**config.mk**
```make
export PLATFORM = sky130hd
export DESIGN_NAME = bn_queue
export DESIGN_NICKNAME = d
export VERILOG_FILES = /design/src/hdl/bn_pkg.sv /design/src/hdl/bn_queue.sv
export SDC_FILE = /design/constraint.sdc
export NUM_CORES = 1
export LEC_CHECK = 0
export BUFFER_PORTS_ARGS = -buffer_cell sky130_fd_sc_hd__buf_2
export CAP_MARGIN = 10
export CORE_ASPECT_RATIO = 1.2
export CORE_MARGIN = 5
export CORE_UTILIZATION = 30
export DETAILED_ROUTE_END_ITERATION = 7
export GPL_TIMING_DRIVEN = 1
export PLACE_DENSITY = 0.62
export SYNTH_ARGS = -nofsm -noshare
export SYNTH_HDL_FRONTEND = slang
export SYNTH_SLANG_ARGS = --single-unit
export TNS_END_PERCENT = 20
```
**constraint.sdc**
```tcl
create_clock -name clock -period 2 [get_ports clock]
set_input_delay 0 -clock clock [delete_from_list [all_inputs] [get_ports clock]]
set_output_delay 0 -clock clock [all_outputs]
set_load 0.03 [all_outputs]
```
**src/hdl/bn_pkg.sv**
```systemverilog
// Package for the batch normalization block: payload structs, formats, constants.
// Used by bn_front, bn_queue, bn_back, batch_norm_inference and the testbench; depends on nothing.
package bn_pkg;

   localparam int MaxChannels = 256;
   localparam int SampleWidth = 16;
   localparam int QueueDepth = 2;

   localparam logic [8:0] NumChannelsReset = 9'd1;
   localparam logic [15:0] EpsilonReset = 16'd66;

   typedef enum logic [0:0] {
      CSR_NUM_CHANNELS = 1'b0,
      CSR_EPSILON = 1'b1
   } csr_index_type;

   localparam logic CMD_LOAD = 1'b0;
   localparam logic CMD_DATA = 1'b1;

   typedef struct packed {
      logic cmd;
      logic [7:0] load_channel;
      logic signed [15:0] gamma;
      logic signed [15:0] beta;
      logic signed [15:0] mean;
      logic [31:0] variance;
      logic signed [15:0] sample;
      logic frame_start;
   } req_type;

   typedef struct packed {
      logic signed [15:0] value;
      logic [7:0] out_channel;
      logic saturated;
   } rsp_type;

   // classified data word from front to back
   typedef struct packed {
      logic [7:0] channel;
      logic signed [15:0] sample;
   } data_word_type;

endpackage

```
**src/hdl/bn_queue.sv**
```systemverilog
// Short FIFO of classified data words between front and back.
// Depends on bn_pkg.
module bn_queue (
   input  logic clock,
   input  logic reset,
   input  logic push,
   input  bn_pkg::data_word_type push_word,
   output logic full,
   input  logic pop,
   output logic empty,
   output bn_pkg::data_word_type head
);
   localparam int D = bn_pkg::QueueDepth;
   bn_pkg::data_word_type buf_ff [D];
   logic [$clog2(D)-1:0] rd_ff;
   logic [$clog2(D)-1:0] wr_ff;
   logic [$clog2(D):0] cnt_ff;

   assign full = (cnt_ff == ($clog2(D)+1)'(D));
   assign empty = (cnt_ff == '0);
   assign head = buf_ff[rd_ff];

   always_ff @(posedge clock) begin
      if (reset) begin
         rd_ff <= '0;
         wr_ff <= '0;
         cnt_ff <= '0;
      end else begin
         if (push) begin
            wr_ff <= wr_ff + 1'b1;
         end
         if (pop) begin
            rd_ff <= rd_ff + 1'b1;
         end
         cnt_ff <= cnt_ff + (push ? 1'b1 : 1'b0) - (pop ? 1'b1 : 1'b0);
      end
   end
   always_ff @(posedge clock) begin
      if (push) begin
         buf_ff[wr_ff] <= push_word;
      end
   end
endmodule

```
==> flow_summary.toml, run 1 <==
[run_status]
status = "finished, final reports clean"

[power]
power_density_nw_per_um2 = 861.0
p_clk_share_pct = 25.1
p_int_w = 0.001769
p_switching_w = 0.0006365
power.share.switching_pct = 26.46
seqPwrFrac_pct = 54.7
ir_drop_mv = 0.5769
power_frac_comb_pct = 20.2
power_leakage_nw = 1.115

[global_routing]
antenna_found_initial = 0
grt_pass1_vias = 1202
grt_max_degree = 21
grt_pass1_wl_mm = 5.713
gr-total-overflow = 0
grtUsageTotal_pct = 8.591

[timing]
hold_violations = 0
fmax_ghz = 0.6612
period_share_pct = 75.62
setup_viol = 0
tns_ps = 0
tightest_slew_ps = 262.0
maxSlewViolCount = 0
whs_ps = 91.82
max_slew_margin_pct = 82.51
fin_skew_ps = 10.78
timing.final.crit_period_ps = 1512
rsz0062_at_grt = "no"
setup_slack_ps = 487.7

[die]
ios = 54
die_area_um2 = 8610
initial_core_util_pct = 30.34
coreArea_um2 = 6771
dieHeight_um = 100.7
die_w_um = 85.55
num_rows = 33

[synth]
synth_compound_area_share_pct = 0
seq_area_frac_synth_pct = 75.03
ys_warn_count = 0
ys_seq_elements = 53
synthSimpleGateAreaFrac_pct = 2.132
synth.area.mux_share_pct = 16.81
synth_fa_ha_area_share_pct = 1.218
synth_top_family_by_area = "multiplexers"
netlist_instances = 96
synth_area_um2 = 2054
synth.avg_cell_area_um2 = 21.40
synth_xor_area_share_pct = 1.949
ys_types = 13
syn_nets = 126

[cts]
cts_resized = 0
cts.reportedPaths.clkPinSlew_ps = 90
cts_sinks = 53
cts_tree = "yes"
clock_latency_ps = 300
ctsLongestPathBuffers = 2
htree_levels = 2
numCtsBuffers = 5
cts_root_buffer = "clkbuf_8"

[cells_and_area]
drive_gt1_share_pct = 48.92
fin_cells = 273
final_nets = 215
fin_util_pct = 41.26
diodes = 0
areaGrowthSynthToFinish_pct = 35.99

[route]
wire_per_inst_um = 12.75
ant_nets = 0
drc = 0
firstDrtPassIters = 4
drt-total-wl_mm = 3.480
vias_per_cell = 4.117
vias = 1124
drt_iter0_drc = 37

[critical_path]
worstPathArrival_ps = 1510
regToRegSetupSlack_ps = 780
startpoint_type = "register"
rr_endpoint = "cnt_ff[1]"
critical_path_class = "reg2out"
end_kind = "output pin"
r2r_cells = 6
cp_max_fo = 20
r2r_start = "cnt_ff[0]"
cp.required_ps = 2000

[hold_path]
hold_path_class = "in2reg"
min_from = "push"
hold_end = "cnt_ff[0]"
hold_depth = 3

[placed_design]
place_inst = 238
dp_hpwl_mm = 2.433
place_congestion = 0.6744
dp_slack_ps = 795.2
port_buffers = 53

[flow_run]
cap_violations = 0
[area by class of cell]
class,count,area [µm²]
clock inverter,3,25.02
tap,87,108.9
inverter,2,7.507
clock buffer,5,68.82
sequential,53,1541
fill,651,3978
timing repair buffer,85,585.6
multi-input combinational,38,456.7
[synth_stat cells, drive strengths merged]
library cell,count,area [µm²]
edfxtp,48,1441
mux2,24,345.3
dfxtp,5,100.1
nor2,5,18.77
buf,3,51.30
nor2b,3,18.77
ha,2,25.02
inv,2,7.510
xnor2,2,17.52
and2,1,6.260
xnor3,1,22.52
[worst max-delay path, cell delays in order (launching register included)]
cell and delay (ps):
dfxtp_1 480, buf_12 240, mux2_4 310, buf_2 180
[per-stage QoR]
step | total power (W) | cell area, µm²
global route | 0.002535 | 2794
CTS | 0.002447 | 2794
detailed placement | 0.001796 | 2430
finish | 0.002406 | 2794
floorplan | 0.001673 | 2054
global placement | 0.001788 | 2430
[how the worst max path moves through the flow]
stage	depth (start not counted)	from	end	slack, ps
global placement	3	register	head[16]	810
floorplan	1	wr_ff	buf_ff[0][0]	180
CTS	3	register	head[16]	450
finish	3	register	head[3]	490
detailed placement	3	register	head[16]	800
global route	3	register	head[16]	410
[power groups by stage]
stage,Combinational [W],Clock (W),Sequential (W)
CTS,0.000497,0.000633,0.00132
finish,0.000486,0.000604,0.00132
global route,0.000523,0.000689,0.00132
floorplan,0.000339,0,0.00133
detailed placement,0.000453,0,0.00134
global placement,0.000448,0,0.00134
[cell families (layout without fill, tap and decap cells)]
kind of cell,count (synthesis),after routing
flops,53,53
mux,24,24
simple gates,9,9
buf+inv,5,95
xor+xnor,3,3
fa+ha+maj,2,2
[state kept, by name (all words and copies together), names as in the netlist, named ones only]
| name | flops |
|---|---|
| buf_ff | 48 |
| cnt_ff | 2 |
| rd_ff | 1 |
| wr_ff | 1 |
[placed cells by master, fill, tap and decap left out, drive strengths merged]
master       instances
buf                 58
edfxtp              48
dlygate4sd3         27
mux2                24
nor2                 5
dfxtp                5
clkbuf               5
inv                  4
nor2b                3
xnor2                2
ha                   2
and2                 1
xnor3                1
clkinvlp             1
[per-layer routing]
| layer | part of all wire [%] | GRT usage [%] |
|---|---|---|
| met1 | 38 | 9.244 |
| met2 | 55 | 15.85 |
| met3 | 6.9 | 3.107 |
| met4 | 0.72 | 2.192 |
| met5 | 0 | 0 |
[what timing repair did]
action | 4_1_cts | 5_1_grt
hold buffers | 27 | 0
setup buffers | 0 | 0
endpoints found under the hold margin | 53 | 0
No activity file was read; power rests on OpenSTA's default activity.
==> inputs of run 2 (changes only) <==
==> constraint.sdc (replaced) <==
create_clock -name clock -period 1.5 [get_ports clock]
set_input_delay 0 -clock clock [delete_from_list [all_inputs] [get_ports clock]]
set_output_delay 0 -clock clock [all_outputs]
set_load 0.03 [all_outputs]
==> flow_summary.toml, run 2 (synthesis results as in run 1) <==
[cells_and_area]
largest_reg_flops = 48
mostFrequentLayoutCell = "buf_2"
final_nets = 216
fin_cells = 274
areaGrowthSynthToFinish_pct = 36.18
layout_common_cells = "buf_2 (53), edfxtp_1 (48), dlygate4sd3_1 (28)"
diodes = 0
drive_gt1_share_pct = 48.13
reg_top3 = "buf_ff (48), cnt_ff (2)"
regMostFlops = "buf_ff"

[die]
num_rows = 33
die_w_um = 85.55
initial_core_util_pct = 30.34
die_area_um2 = 8610
ios = 54
dieHeight_um = 100.7
coreArea_um2 = 6771

[flow_run]
cap_violations = 0

[placed_design]
place_inst = 238
port_buffers = 53
dp_hpwl_mm = 2.401
place_congestion = 0.6637

[timing]
timing.final.crit_period_ps = 1416
period_share_pct = 94.39
hold_violations = 0
fin_skew_ps = 8.279
tns_ps = 0
tightest_slew_ps = 186.5
maxSlewViolCount = 0
rsz0062_at_grt = "no"
setup_viol = 0
max_slew_margin_pct = 87.47
fmax_ghz = 0.7063

[route]
drt-total-wl_mm = 3.535
vias = 1128
drt_iter0_drc = 52
vias_per_cell = 4.117
drc = 0
wire_per_inst_um = 12.90
ant_nets = 0
firstDrtPassIters = 2

[power]
power_density_nw_per_um2 = 1132
power_leakage_nw = 1.111
power_w = 0.003168
ir_drop_mv = 0.5104

[critical_path]
worstPathArrival_ps = 1420
startpoint_type = "register"
critical_path_class = "reg2out"
end_kind = "output pin"
cp_max_fo = 24
cp.required_ps = 1500

[global_routing]
antenna_found_initial = 0
grtUsageTotal_pct = 8.584
grt_max_degree = 25
gr-total-overflow = 0
grt_pass1_vias = 1184
grt_pass1_wl_mm = 5.582

[hold_path]
hold_path_class = "in2reg"

[cts]
numCtsBuffers = 5
ctsLongestPathBuffers = 2
htree_levels = 2
cts_root_buffer = "clkbuf_8"
cts_sinks = 53
cts.reportedPaths.clkPinSlew_ps = 90
clock_latency_ps = 300
cts_tree = "yes"

[run_status]
status = "finished, final reports clean"
[run 2: cell count changes in the layout (fill, tap and decap cells not counted)]
cell	previous run	this run
clkbuf_1	0	1
inv_6	2	0
dlygate4sd3_1	27	28
clkinvlp_4	1	2
[run 2: where the power goes]
group | internal, W | leakage [nW] | switching [W] | total [W]
Combinational | 0.000303 | 0.582 | 0.000356 | 0.000659
Sequential | 0.00172 | 0.492 | 0.0000324 | 0.00175
Clock | 0.000329 | 0.0374 | 0.000430 | 0.000759
[run 2: routing by layer]
metal | routed length, µm | up-vias | part of all wire, % | global-route usage (%)
li1 | - | 542 | - | -
met1 | 1442 | 548 | 41 | 9.639
met2 | 1855 | 33 | 52 | 15.25
met3 | 188 | 5 | 5.3 | 2.535
met4 | 48 | 0 | 1.4 | 3.289
met5 | 0 | - | 0 | 0
[run 2: final cells by class]
cell class	instances	area, µm²
multi-input combinational	38	456.7
clock inverter	2	15.01
sequential	53	1541
fill	652	3974
clock buffer	6	72.57
inverter	2	7.507
timing repair buffer	86	595.6
tap	87	108.9
[run 2: final timing paths]
path	from	to	slack, ps	cells past startpoint
setup / recovery	register	head[13]	80	3
hold / removal	push_word[5]	buf_ff[1][5]	420	2
setup reg to reg	rd_ff	rd_ff	260	3
hold reg to reg	rd_ff	register	540	2
[run 2: worst max-delay path: stages, from the launching register on]
cell     delay, ps
dfxtp_1        360
buf_12         220
mux2_2         360
buf_2          180
[run 2: what timing repair did]
action | CTS | global route
buffers inserted | 0 | 0
resized for setup | 0 | 0
hold buffers | 28 | 0
hold endpoints to repair | 53 | 0
[run 2: stage by stage]
step | util [%] | area [µm²] | setup WS [ps] | hold slack, ps
finish | 41.32 | 2798 | 84.14 | 418.1
global route | 41.32 | 2798 | 3.333 | 407.4
CTS | 41.32 | 2798 | 36.26 | 401.2
detailed placement | 35.88 | 2430 | 295.1 | 192.5
global placement | 35.88 | 2430 | 339.8 | 188.8
floorplan | - | 2057 | 122.6 | 71.61
==> inputs of run 3 (changes only) <==
--- a/config.mk
+++ b/config.mk
@@ -5,14 +5,14 @@
 export SDC_FILE = /design/constraint.sdc
 export NUM_CORES = 1
 export LEC_CHECK = 0
-export BUFFER_PORTS_ARGS = -buffer_cell sky130_fd_sc_hd__buf_2
 export CAP_MARGIN = 10
 export CORE_ASPECT_RATIO = 1.2
 export CORE_MARGIN = 5
-export CORE_UTILIZATION = 30
+export CORE_UTILIZATION = 46
 export DETAILED_ROUTE_END_ITERATION = 7
+export DONT_BUFFER_PORTS = 1
 export GPL_TIMING_DRIVEN = 1
-export PLACE_DENSITY = 0.62
+export PLACE_DENSITY = 0.73
 export SYNTH_ARGS = -nofsm -noshare
 export SYNTH_HDL_FRONTEND = slang
 export SYNTH_SLANG_ARGS = --single-unit
==> flow_summary.toml, run 3 (synthesis results as in run 1) <==
[run_status]
status = "finished, final reports clean"

[cells_and_area]
largest_reg_flops = 48
reg_top3 = "buf_ff (48), cnt_ff (2)"
drive_gt1_share_pct = 27.41
final_nets = 164
mostFrequentLayoutCell = "edfxtp_1"
regMostFlops = "buf_ff"
fin_util_pct = 57.81
fillCellCount = 344
areaGrowthSynthToFinish_pct = 20.83
post-route-cell-area_um2 = 2482
diodes = 0
layout_common_cells = "edfxtp_1 (48), dlygate4sd3_1 (28), mux2_4 (20)"

[hold_path]
min_from = "pop"
hold_path_class = "in2reg"
hold_depth = 3
hold_end = "cnt_ff[1]"

[cts]
numCtsBuffers = 5
cts_sinks = 53
ctsLongestPathBuffers = 2
postCtsSetupBuffers = 0
htree_levels = 2
cts.reportedPaths.clkPinSlew_ps = 80
clock_latency_ps = 290
cts_root_buffer = "clkbuf_8"
cts_tree = "yes"

[timing]
maxSlewViolCount = 0
setup_viol = 0
tightest_slew_ps = 592.1
setup_slack_ps = 156.0
period_share_pct = 89.60
timing.final.crit_period_ps = 1344
max_slew_margin_pct = 60.45
fmax_ghz = 0.7441
rsz0062_at_grt = "no"
hold_violations = 0
tns_ps = 0
fin_skew_ps = 3.153

[critical_path]
cp_max_fo = 14
cpMaxStageDelayCell = "mux2_2"
slowest_delay_ps = 460
startpoint_type = "register"
worstPathArrival_ps = 1340
cp.buffers_inverters = 1
r2r_cells = 6
cp_top_family = "multiplexers"
path_cells = "buf_4 > mux2_2"
critical_path_class = "reg2out"
rr_endpoint = "cnt_ff[1]"
end_kind = "output pin"
r2r_start = "cnt_ff[0]"
cp.required_ps = 1500
regToRegSetupSlack_ps = 260

[power]
p_int_w = 0.002259
p_clk_share_pct = 23.4
p_switching_w = 0.0007452
seqPwrFrac_pct = 58.3
ir_drop_mv = 0.8178
power_leakage_nw = 0.9090
power_frac_comb_pct = 18.3
power_density_nw_per_um2 = 1210
power.share.switching_pct = 24.81

[route]
ant_nets = 0
drc = 0
wire_per_inst_um = 15.59
drt_iter0_drc = 36
vias_per_cell = 4.848
vias = 926
firstDrtPassIters = 4
drt-total-wl_mm = 2.977

[placed_design]
place_congestion = 0.6534
dp_hpwl_mm = 2.029
port_buffers = 0
dp_slack_ps = 278.7
placed_area_um2 = 2121

[global_routing]
grt_pass1_vias = 998
grt_max_degree = 16
gr-total-overflow = 0
grt-busiest-layer = "met2"
antenna_found_initial = 0
met2_usage_pct = 18.99
met3_usage_pct = 5.435
met1_usage_pct = 10.41
grtUsageTotal_pct = 10.72
grt_pass1_wl_mm = 4.712

[die]
dieHeight_um = 83.21
die_w_um = 71.01
num_rows = 26
ios = 54
die_area_um2 = 5908
coreArea_um2 = 4294
initial_core_util_pct = 47.84

[flow_run]
cap_violations = 0
run 3: cell types whose count changed in the layout (fill, tap and decap cells not counted), sizes merged:
cell      change
clkinv        +3
clkinvlp      -2
buf          -52
clkbuf        -1
run 3: timing repair:
action	CTS	global route
hold buffers	28	0
gates resized for setup	0	0
hold endpoints to repair	53	0
run 3: power by group through the flow:
stage               clock (W)  sequential [W]  combinational [W]
global placement            0         0.00178           0.000479
finish               0.000703         0.00175           0.000551
floorplan                   0         0.00178           0.000452
global route         0.000812         0.00176           0.000586
detailed placement          0         0.00179           0.000488
CTS                  0.000738         0.00175           0.000560
run 3: stage by stage:
step	hold WS, ps	total power [W]	std cells
detailed placement	77.84	0.002275	155
CTS	110.0	0.003050	191
global route	133.0	0.003158	191
global placement	73.23	0.002259	155
floorplan	71.61	0.002231	96
finish	122.0	0.003004	191
run 3: tightest hold or removal path: cells and delay by family:
| family | cells | cell delay (ps) |
|---|---|---|
| xor gates and xnor gates | 1 | 210 |
| and+or+nand+nor | 1 | 40 |
| adders and majority gates | 1 | 120 |
run 3: how the worst max path moves through the flow:
stage / cells after the start / slack, ps / end / startpoint
floorplan: 1 / 120 / buf_ff[0][0] / wr_ff
global placement: 6 / 350 / cnt_ff[1] / cnt_ff[0]
detailed placement: 6 / 280 / cnt_ff[1] / cnt_ff[0]
CTS: 2 / 120 / head[19] / register
global route: 2 / 70 / head[12] / register
finish: 2 / 160 / head[12] / register
run 3: layer usage:
layer / vias up / part of all wire, %
met2: 36 / 56
met4: 0 / 0.97
met3: 4 / 8.1
met5: - / 0
met1: 447 / 35
li1: 439 / -
run 3: cell type report:
type / instances / area (µm²) / share of cell area, %
Clock buffer: 5 / 68.82 / 2.772
Clock inverter: 3 / 12.51 / 0.5040
Inverter: 2 / 7.507 / 0.3024
Multi-Input combinational cell: 38 / 456.7 / 18.40
Sequential cell: 53 / 1541 / 62.10
Tap cell: 56 / 70.07 / 2.823
Timing Repair Buffer: 34 / 325.3 / 13.10
